<file path="src/rtl/csvft_pkg.sv">
// Shared types and constants for the CSV field tokenizer.
package csvft_pkg;

	localparam logic [7:0] QUOTE_CHAR  = 8'h22;
	localparam logic [7:0] SPACE_CHAR  = 8'h20;
	localparam logic [7:0] TAB_CHAR    = 8'h09;
	localparam logic [7:0] DELIM_RESET = 8'h3B;

	typedef enum logic [2:0] {
		MODE_START      = 3'd0,
		MODE_PLAIN      = 3'd1,
		MODE_QUOTED     = 3'd2,
		MODE_QUOTE_SEEN = 3'd3,
		MODE_DISCARD    = 3'd4
	} mode_t;

	typedef enum logic [1:0] {
		PH_IDLE  = 2'd0,
		PH_FLUSH = 2'd1,
		PH_TAIL  = 2'd2
	} phase_t;

	typedef struct packed {
		logic [7:0] in_byte;
		logic       line_end;
		logic [6:0] field_capacity;
	} in_item_t;

	typedef struct packed {
		logic [7:0] out_byte;
		logic       field_done;
		logic       run_last;
	} out_item_t;

	// Results of one input byte that follow the released whitespace.
	typedef struct packed {
		logic       has_byte;
		logic [7:0] data_byte;
		logic [1:0] done_cnt;
	} plan_t;

endpackage

</file>
<file path="src/rtl/csv_field_tokenizer_top.sv">
// Streaming CSV field tokenizer: one byte in per transaction, field bytes and
// end-of-field marks out. Quoted fields may hold the delimiter, a doubled quote
// gives one quote, text after the closing quote is dropped, spaces and tabs
// around a field are trimmed, and a field keeps at most field_capacity - 1
// bytes, with field_capacity clamped to 1..MAX_FIELD_BYTES. With the output
// not stalled, an input byte is taken every cycle while each byte makes at
// most one result; a byte that makes more results, or that releases held
// whitespace, stalls input until its last result is loaded. Held whitespace
// goes out first, through registered reads of the held-whitespace buffer,
// replayed one entry per cycle while input is stalled and the output is not.
// The output is registered, so an input byte may be taken while the previous
// result is still stalled.
module csv_field_tokenizer_top import csvft_pkg::*; #(
	parameter int MAX_FIELD_BYTES = 64
) (
	input  logic      clk,
	input  logic      arst_n,
	input  logic      cfg_we,
	input  logic [7:0] cfg_wdata,
	input  logic      in_valid,
	output logic      in_stall,
	input  in_item_t  in_data,
	output logic      out_valid,
	input  logic      out_stall,
	output out_item_t out_data
);

	localparam int HW = $clog2(MAX_FIELD_BYTES);
	localparam int AW = (MAX_FIELD_BYTES-1 > 1) ? $clog2(MAX_FIELD_BYTES-1) : 1;

	logic          take_ok, accept;
	plan_t         plan;
	logic [HW-1:0] flush_n;
	logic          wr_en, rd_en;
	logic [AW-1:0] wr_addr, rd_addr;
	logic [7:0]    wr_data, rd_data;

	assign in_stall = !take_ok;
	assign accept   = in_valid && take_ok;

	csvft_parse #(
		.MAX_FIELD_BYTES(MAX_FIELD_BYTES)
	) u_parse (
		.clk      (clk),
		.arst_n   (arst_n),
		.cfg_we   (cfg_we),
		.cfg_wdata(cfg_wdata),
		.accept   (accept),
		.in_data  (in_data),
		.plan     (plan),
		.flush_n  (flush_n),
		.wr_en    (wr_en),
		.wr_addr  (wr_addr),
		.wr_data  (wr_data)
	);

	csvft_held_mem #(
		.DEPTH(MAX_FIELD_BYTES - 1),
		.AW   (AW)
	) u_mem (
		.clk    (clk),
		.wr_en  (wr_en),
		.wr_addr(wr_addr),
		.wr_data(wr_data),
		.rd_en  (rd_en),
		.rd_addr(rd_addr),
		.rd_data(rd_data)
	);

	csvft_emit #(
		.MAX_FIELD_BYTES(MAX_FIELD_BYTES)
	) u_emit (
		.clk      (clk),
		.arst_n   (arst_n),
		.accept   (accept),
		.plan     (plan),
		.flush_n  (flush_n),
		.take_ok  (take_ok),
		.rd_en    (rd_en),
		.rd_addr  (rd_addr),
		.rd_data  (rd_data),
		.out_valid(out_valid),
		.out_stall(out_stall),
		.out_data (out_data)
	);

endmodule

</file>
<file path="src/rtl/csvft_held_mem.sv">
// Held-whitespace buffer: one write port, one registered read port.
module csvft_held_mem import csvft_pkg::*; #(
	parameter int DEPTH = 63,
	parameter int AW    = 6
) (
	input  logic          clk,
	input  logic          wr_en,
	input  logic [AW-1:0] wr_addr,
	input  logic [7:0]    wr_data,
	input  logic          rd_en,
	input  logic [AW-1:0] rd_addr,
	output logic [7:0]    rd_data
);

	logic [7:0] mem_q [DEPTH];
	logic [7:0] rd_data_q;

	always_ff @(posedge clk) begin
		if (wr_en) begin
			mem_q[wr_addr] <= wr_data;
		end
	end

	// Read data holds until the next read.
	always_ff @(posedge clk) begin
		if (rd_en) begin
			rd_data_q <= mem_q[rd_addr];
		end
	end

	assign rd_data = rd_data_q;

endmodule

</file>
<file path="src/rtl/csvft_parse.sv">
// Field parser: mode and counters, per-byte decision and buffer writes.
module csvft_parse import csvft_pkg::*; #(
	parameter int MAX_FIELD_BYTES = 64
) (
	input  logic                               clk,
	input  logic                               arst_n,
	input  logic                               cfg_we,
	input  logic [7:0]                         cfg_wdata,
	input  logic                               accept,
	input  in_item_t                           in_data,
	output plan_t                              plan,
	output logic [$clog2(MAX_FIELD_BYTES)-1:0] flush_n,
	output logic                               wr_en,
	output logic [((MAX_FIELD_BYTES-1 > 1) ? $clog2(MAX_FIELD_BYTES-1) : 1)-1:0] wr_addr,
	output logic [7:0]                         wr_data
);

	localparam int HW = $clog2(MAX_FIELD_BYTES);
	localparam int AW = (MAX_FIELD_BYTES-1 > 1) ? $clog2(MAX_FIELD_BYTES-1) : 1;
	localparam logic [HW-1:0] HELD_DEPTH = HW'(MAX_FIELD_BYTES - 1);
	localparam logic [6:0]    CAP_MAX    = 7'(MAX_FIELD_BYTES);

	logic [7:0]    delim_q;
	mode_t         mode_q, mode_d;
	logic [HW-1:0] kept_q, kept_d;
	logic [HW-1:0] held_q, held_d;
	logic          seen_q, seen_d;

	logic [7:0] b;
	logic [6:0] cap_c, limit;
	logic       is_sp, is_quote, is_delim, full;
	logic       do_end, do_content, do_space;

	always_ff @(posedge clk or negedge arst_n) begin
		if (!arst_n) begin
			delim_q <= DELIM_RESET;
		end else if (cfg_we) begin
			delim_q <= cfg_wdata;
		end
	end

	always_ff @(posedge clk or negedge arst_n) begin
		if (!arst_n) begin
			mode_q <= MODE_START;
			kept_q <= '0;
			held_q <= '0;
			seen_q <= 1'b0;
		end else if (accept) begin
			mode_q <= mode_d;
			kept_q <= kept_d;
			held_q <= held_d;
			seen_q <= seen_d;
		end
	end

	always_comb begin
		b = in_data.in_byte;
		cap_c = in_data.field_capacity;
		if (cap_c == 7'd0) begin
			cap_c = 7'd1;
		end else if (cap_c > CAP_MAX) begin
			cap_c = CAP_MAX;
		end
		limit    = cap_c - 7'd1;
		is_sp    = (b == SPACE_CHAR) || (b == TAB_CHAR);
		is_quote = (b == QUOTE_CHAR);
		is_delim = (b == delim_q);
		full     = (7'(kept_q) >= limit);

		mode_d     = mode_q;
		do_end     = 1'b0;
		do_content = 1'b0;
		do_space   = 1'b0;

		unique case (mode_q)
			MODE_PLAIN: begin
				if (is_delim) begin
					do_end = 1'b1;
				end else if (full) begin
					mode_d = MODE_DISCARD;
				end else begin
					do_space   = is_sp;
					do_content = !is_sp;
				end
			end
			MODE_QUOTED: begin
				if (full) begin
					if (is_delim) begin
						do_end = 1'b1;
					end else begin
						mode_d = MODE_DISCARD;
					end
				end else if (is_quote) begin
					mode_d = MODE_QUOTE_SEEN;
				end else begin
					do_space   = is_sp;
					do_content = !is_sp;
				end
			end
			MODE_QUOTE_SEEN: begin
				if (is_quote) begin
					if (!full) begin
						do_content = 1'b1;
						mode_d     = MODE_QUOTED;
					end else begin
						mode_d = MODE_DISCARD;
					end
				end else if (is_delim) begin
					do_end = 1'b1;
				end else begin
					mode_d = MODE_DISCARD;
				end
			end
			MODE_DISCARD: begin
				if (is_delim) begin
					do_end = 1'b1;
				end
			end
			default: begin
				// Field start: whitespace, then quote, then delimiter, then a content byte.
				if (is_sp) begin
					mode_d = MODE_START;
				end else if (is_quote) begin
					mode_d = MODE_QUOTED;
				end else if (is_delim) begin
					do_end = 1'b1;
				end else if (!full) begin
					do_content = 1'b1;
					mode_d     = MODE_PLAIN;
				end else begin
					mode_d = MODE_DISCARD;
				end
			end
		endcase

		kept_d  = kept_q;
		held_d  = held_q;
		seen_d  = seen_q;
		plan    = '0;
		flush_n = '0;
		wr_en   = 1'b0;
		wr_addr = held_q[AW-1:0];
		wr_data = b;

		if (do_space) begin
			// Hold whitespace only once the field has content and while the buffer has room.
			if (seen_q && (held_q != HELD_DEPTH)) begin
				wr_en  = accept;
				held_d = held_q + 1'b1;
			end
			kept_d = kept_q + 1'b1;
		end
		if (do_content) begin
			flush_n        = held_q;
			held_d         = '0;
			plan.has_byte  = 1'b1;
			plan.data_byte = b;
			kept_d         = kept_q + 1'b1;
			seen_d         = 1'b1;
		end
		if (do_end || in_data.line_end) begin
			mode_d = MODE_START;
			held_d = '0;
			kept_d = '0;
			seen_d = 1'b0;
		end
		plan.done_cnt = 2'(do_end) + 2'(in_data.line_end);
	end

endmodule

</file>
<file path="src/rtl/csvft_emit.sv">
// Result sequencer: releases held whitespace from the buffer, then the tail results.
module csvft_emit import csvft_pkg::*; #(
	parameter int MAX_FIELD_BYTES = 64
) (
	input  logic                               clk,
	input  logic                               arst_n,
	input  logic                               accept,
	input  plan_t                              plan,
	input  logic [$clog2(MAX_FIELD_BYTES)-1:0] flush_n,
	output logic                               take_ok,
	output logic                               rd_en,
	output logic [((MAX_FIELD_BYTES-1 > 1) ? $clog2(MAX_FIELD_BYTES-1) : 1)-1:0] rd_addr,
	input  logic [7:0]                         rd_data,
	output logic                               out_valid,
	input  logic                               out_stall,
	output out_item_t                          out_data
);

	localparam int HW = $clog2(MAX_FIELD_BYTES);
	localparam int AW = (MAX_FIELD_BYTES-1 > 1) ? $clog2(MAX_FIELD_BYTES-1) : 1;

	phase_t        phase_q, phase_d;
	plan_t         tail_q, tail_d;
	logic [HW-1:0] ptr_q, ptr_d;
	logic [HW-1:0] cnt_q, cnt_d;
	logic          rd_valid_s1, rd_valid_d;
	logic          out_valid_q;
	out_item_t     out_data_q;

	logic      load, emit, last;
	out_item_t emit_data;

	assign load = !out_valid_q || !out_stall;

	always_ff @(posedge clk or negedge arst_n) begin
		if (!arst_n) begin
			phase_q     <= PH_IDLE;
			tail_q      <= '0;
			ptr_q       <= '0;
			cnt_q       <= '0;
			rd_valid_s1 <= 1'b0;
			out_valid_q <= 1'b0;
		end else begin
			phase_q     <= phase_d;
			tail_q      <= tail_d;
			ptr_q       <= ptr_d;
			cnt_q       <= cnt_d;
			rd_valid_s1 <= rd_valid_d;
			if (emit) begin
				out_valid_q <= 1'b1;
			end else if (!out_stall) begin
				out_valid_q <= 1'b0;
			end
		end
	end

	always_ff @(posedge clk) begin
		if (emit) begin
			out_data_q <= emit_data;
		end
	end

	always_comb begin
		phase_d    = phase_q;
		tail_d     = tail_q;
		ptr_d      = ptr_q;
		cnt_d      = cnt_q;
		rd_valid_d = rd_valid_s1;
		rd_en      = 1'b0;
		rd_addr    = ptr_q[AW-1:0];
		emit       = 1'b0;
		emit_data  = '0;
		last       = 1'b0;
		take_ok    = 1'b0;

		unique case (phase_q)
			PH_IDLE: begin
				take_ok = 1'b1;
			end
			PH_FLUSH: begin
				if (!rd_valid_s1) begin
					rd_en      = 1'b1;
					ptr_d      = ptr_q + 1'b1;
					rd_valid_d = 1'b1;
				end else if (load) begin
					emit               = 1'b1;
					emit_data.out_byte = rd_data;
					// Issue the next read only as the current byte leaves.
					if (ptr_q != cnt_q) begin
						rd_en = 1'b1;
						ptr_d = ptr_q + 1'b1;
					end else begin
						rd_valid_d = 1'b0;
						phase_d    = PH_TAIL;
					end
				end
			end
			PH_TAIL: begin
				if (load) begin
					emit = 1'b1;
					if (tail_q.has_byte) begin
						emit_data.out_byte = tail_q.data_byte;
						last               = (tail_q.done_cnt == 2'd0);
						tail_d.has_byte    = 1'b0;
					end else begin
						emit_data.field_done = 1'b1;
						last                 = (tail_q.done_cnt == 2'd1);
						tail_d.done_cnt      = tail_q.done_cnt - 2'd1;
					end
					emit_data.run_last = last;
					if (last) begin
						phase_d = PH_IDLE;
						take_ok = 1'b1;
					end
				end
			end
			default: begin
				phase_d = PH_IDLE;
			end
		endcase

		if (accept) begin
			tail_d = plan;
			if (flush_n != '0) begin
				phase_d    = PH_FLUSH;
				ptr_d      = '0;
				cnt_d      = flush_n;
				rd_valid_d = 1'b0;
			end else if (plan.has_byte || (plan.done_cnt != 2'd0)) begin
				phase_d = PH_TAIL;
			end else begin
				phase_d = PH_IDLE;
			end
		end
	end

	assign out_valid = out_valid_q;
	assign out_data  = out_data_q;

endmodule

</file>
<file path="config.mk">
export PLATFORM = sky130hd
export DESIGN_NAME = csv_field_tokenizer_top
export DESIGN_NICKNAME = d
export VERILOG_FILES = /design/src/rtl/csvft_pkg.sv /design/src/rtl/csv_field_tokenizer_top.sv /design/src/rtl/csvft_held_mem.sv /design/src/rtl/csvft_parse.sv /design/src/rtl/csvft_emit.sv
export SDC_FILE = /design/constraint.sdc
export NUM_CORES = 1
export LEC_CHECK = 0
export ABC_AREA = 0
export BUFFER_PORTS_ARGS = -buffer_cell sky130_fd_sc_hd__buf_2
export CAP_MARGIN = 0
export CORE_MARGIN = 3
export CORE_UTILIZATION = 40
export DETAILED_ROUTE_END_ITERATION = 8
export PLACE_DENSITY_LB_ADDON = 0.08
export SYNTH_ARGS = -nofsm -noshare
export SYNTH_HDL_FRONTEND = slang
export SYNTH_SLANG_ARGS = --single-unit
export TNS_END_PERCENT = 50
</file>
<file path="constraint.sdc">
create_clock -name clk -period 7.75 [get_ports clk]
set_clock_uncertainty 0.2 [all_clocks]
set_input_delay 2.325 -clock clk [delete_from_list [all_inputs] [get_ports clk]]
set_output_delay 2.325 -clock clk [all_outputs]
set_load 0.05 [all_outputs]
</file>
==> results.md <==
- Status: complete, no violations
- Maximum clock path buffer count: 3
- Seq/Total Area, Yosys: 72.39%
- Grt ovf: 0
- Vias in the first global route: around 12000
- Die Area: around 61000 um^2
- Routed len/inst: approximately 28 um
- Die height: 248.0 um
- Residual DRC: 0
- Syn Std Cell Area: 23420 um^2
- Largest net degree at the start of global routing: 73
- # IOs: 41
- DP Wirelength: 36.56 mm
- Syn. warnings: 0
- Post-CTS Resized: 0
- CTS tree: yes
- DRT Pass-1 Iters: 5
- Core area: 57810 um^2
- Clk Latency, worst-skew pair: 0.62 ns
- Cts hold-fix bufs: 0
- RSZ-0062 raised after global routing: no
- Pleak: approximately 8.5 nW
- Layout cells sized above 1: ~28%
- Drt total wl: 58.49 mm
- Starting Density: 40.52%
- Crit end category: flip-flop
- Total power: roughly 7.7 mW
- EDFF count, synth: 522
- H-Tree Depth: 2
- Count of cell types in the netlist: 69
- Register Area: 16970 um^2
- Final period util: a little over four fifths
- Critical Path Fanout Max: 17
- Post-synth top area share: 66.92%
- Final count of pins violating max slew: 0
- PwrDens: 290.5 nW/um^2
- Ys flop type: edfxtp_1
- Clk root buf: clkbuf_16
- Worst-margin pin slew: 1.082 ns
- FILL cells: just under 5000
- Site Rows: 88
- Most instantiated cells after synthesis: 522 x edfxtp_1, 160 x mux4_2, 70 x nor2_1, 46 x dfrtp_1, 42 x clkbuf_1
- Fmax: roughly 150 MHz
- Post-route setup TNS: 0 ns
- First-pass GRT wire length: 85.54 mm
- Worst Reg-to-Reg Cells: 8
- Crit path time final: 6.544 ns
- Final hold vios: 0
- Crit start category: primary input
- # Max-Cap Violations: 0
- Peak supply drop: 0.1731 mV
- Placer Congestion: 0.7752
- Synth async-reset ratio: 8.901%
- DR vias: 11740
- Largest area contributor in the netlist: edfxtp_1
- Slew Limit Headroom: between 20 and 30%
- All-layer global routing usage: around a fifth
- Layout Area Growth over Synthesis: 13.60%
- Chip width: about 250 um
- Clock slew at reported path FFs: about 0.060 ns
- Routed Antenna Nets: 0
- Final setup violation count: 0
- Worst Path Required: 7.79 ns
- Via/cell ratio: 5.573
- Setup CP Type: in2reg
- CTS sink count: 573
- Post-Syn Nets: roughly 1200
- Area taken by multi-input logic gates: 6117 um^2
- Initial antenna violation count: 3
- Nets: 1337
- Register bit total from synthesis: 573
- Synth Instances: about 1200
- Most frequent cell after synthesis: edfxtp_1
- Post-CTS setup buffers: 0
- Initial DRC Count: 848
- Input/output buffers: 40
- Hold Path Depth: 1
- Num CTS Buffers: 61
- Avg Cell Area, Syn: between 15 and 20 um^2
- Critical path data arrival time: ~6.6 ns
- Area contributors post-synth: edfxtp_1 67%, mux4_2 15%, dfrtp_1 4.9%
- Type of the worst min-delay path: reg2reg
[final timing paths]
kind,start,endpoint,slack (ns)
worst max-delay path,in_data[3],u_mem.mem_q[45][7]$_DFFE_PP_,1.21
worst min-delay path,u_emit.tail_q[5]$_DFFE_PN0P_,u_emit.tail_q[5]$_DFFE_PN0P_,0.31
worst max register to register,u_parse.wr_addr[0]$_DFFE_PN0P_,u_mem.mem_q[45][7]$_DFFE_PP_,3.71
worst min register to register,u_emit.tail_q[5]$_DFFE_PN0P_,u_emit.tail_q[5]$_DFFE_PN0P_,0.31
max in group asynchronous,arst_n,u_emit.rd_addr[1]$_DFF_PN0_,5.16
min in group asynchronous,arst_n,u_parse.kept_q[5]$_DFFE_PN0P_,1.65
[state kept, by name, indices dropped and copies added, names as in the netlist, 2 cells and up]
| signal | count |
|---|---|
| u_emit.cnt_q | 6 |
| u_emit.out_data | 10 |
| u_emit.phase_q | 2 |
| u_emit.rd_addr | 6 |
| u_emit.tail_q | 11 |
| u_mem.mem_q | 504 |
| u_mem.rd_data | 8 |
| u_parse.delim_q | 8 |
| u_parse.kept_q | 6 |
| u_parse.mode_q | 3 |
| u_parse.wr_addr | 6 |
[where the power goes]
group	internal, mW	switching (mW)	leakage (nW)
Clock	1.58	1.17	0.915
Combinational	0.672	0.730	2.20
Sequential	3.45	0.129	5.35
[metrics by stage]
| step | hold slack, ns | std cells | area (um^2) | worst slack (ns) | utilization (%) |
|---|---|---|---|---|---|
| 6_report | 0.3051 | 2106 | 26610 | 1.206 | 46.03 |
| 5_1_grt | 0.3156 | 2104 | 26610 | 0.8572 | 46.03 |
| 4_1_cts | 0.3087 | 2104 | 26610 | 1.163 | 46.03 |
| 3_5_place_dp | 0.2955 | 1991 | 24740 | 0.5276 | 42.79 |
| 3_3_place_gp | 0.2922 | 1991 | 24740 | 0.5831 | 42.79 |
| 2_1_floorplan | 0.2659 | 1198 | 23420 | 1.675 | - |
[metal layers]
| metal | vias up | routed length, um | global-route usage [%] |
|---|---|---|---|
| met5 | - | 0 | 0 |
| met4 | 0 | 1319 | 5.767 |
| met3 | 67 | 3073 | 3.328 |
| met2 | 292 | 28730 | 31.79 |
| met1 | 6280 | 25370 | 27.06 |
| li1 | 5097 | - | - |
[kinds of logic (layout without fill, tap and decap cells)]
logic type | Yosys count | in the layout | share of synthesized area [%]
flip-flops | 573 | 573 | 72.39
AND/OR/NAND/NOR | 202 | 202 | 4.391
multiplexers | 184 | 184 | 16.47
AO/OA/AOI/OAI | 109 | 109 | 3.226
buffers and inverters | 84 | 225 | 1.490
XOR/XNOR | 27 | 27 | 1.010
adder cells (fa/ha/maj) | 19 | 19 | 1.015
other | 0 | 2 | 0
[layout by cell type (no fill, tap or decap), drive strengths merged, types with 5 or more instances in the layout]
| cell type | synthesis | final |
|---|---|---|
| nor3 | 20 | 20 |
| nand3 | 11 | 11 |
| xor2 | 15 | 15 |
| buf | 26 | 96 |
| a22oi | 9 | 9 |
| xnor2 | 12 | 12 |
| nand4 | 9 | 9 |
| clkinv | 0 | 27 |
| o21ai | 27 | 27 |
| a21o | 5 | 5 |
| a22o | 10 | 10 |
| clkbuf | 42 | 82 |
| dfrtp | 46 | 46 |
| or3 | 8 | 8 |
| o21a | 6 | 6 |
| mux4 | 160 | 160 |
| a21oi | 21 | 21 |
| dfstp | 5 | 5 |
| nand2 | 29 | 29 |
| ha | 19 | 19 |
| inv | 16 | 17 |
| edfxtp | 522 | 522 |
| and3 | 6 | 6 |
| nor2b | 12 | 12 |
| mux2 | 12 | 12 |
| nor2 | 78 | 78 |
| mux2i | 12 | 12 |
[cell type report]
class                           instances  share of cell area (%)
Sequential cell                       573                   63.76
Clock inverter                         31                  0.8416
Timing Repair Buffer                   96                   2.379
Tap cell                              765                   3.597
Inverter                               16                  0.2257
Clock buffer                           82                   6.188
Multi-Input combinational cell        541                   22.99
Antenna cell                            2                 0.01881
[critical path: stages]
cell and delay (ns):
buf_2 0.12, nor3_1 0.30, nand2b_1 0.12, nor2_1 0.10, o21bai_1 0.09, ha_1 0.29
nor2b_1 0.23, a21oi_1 0.07, a21oi_1 0.16, ha_1 0.26, a21o_1 0.18, a21oi_1 0.19
a221o_1 0.26, nand3_2 0.47, or4_1 0.75, nor2_1 0.66
No activity file was read; power rests on OpenSTA's default activity.
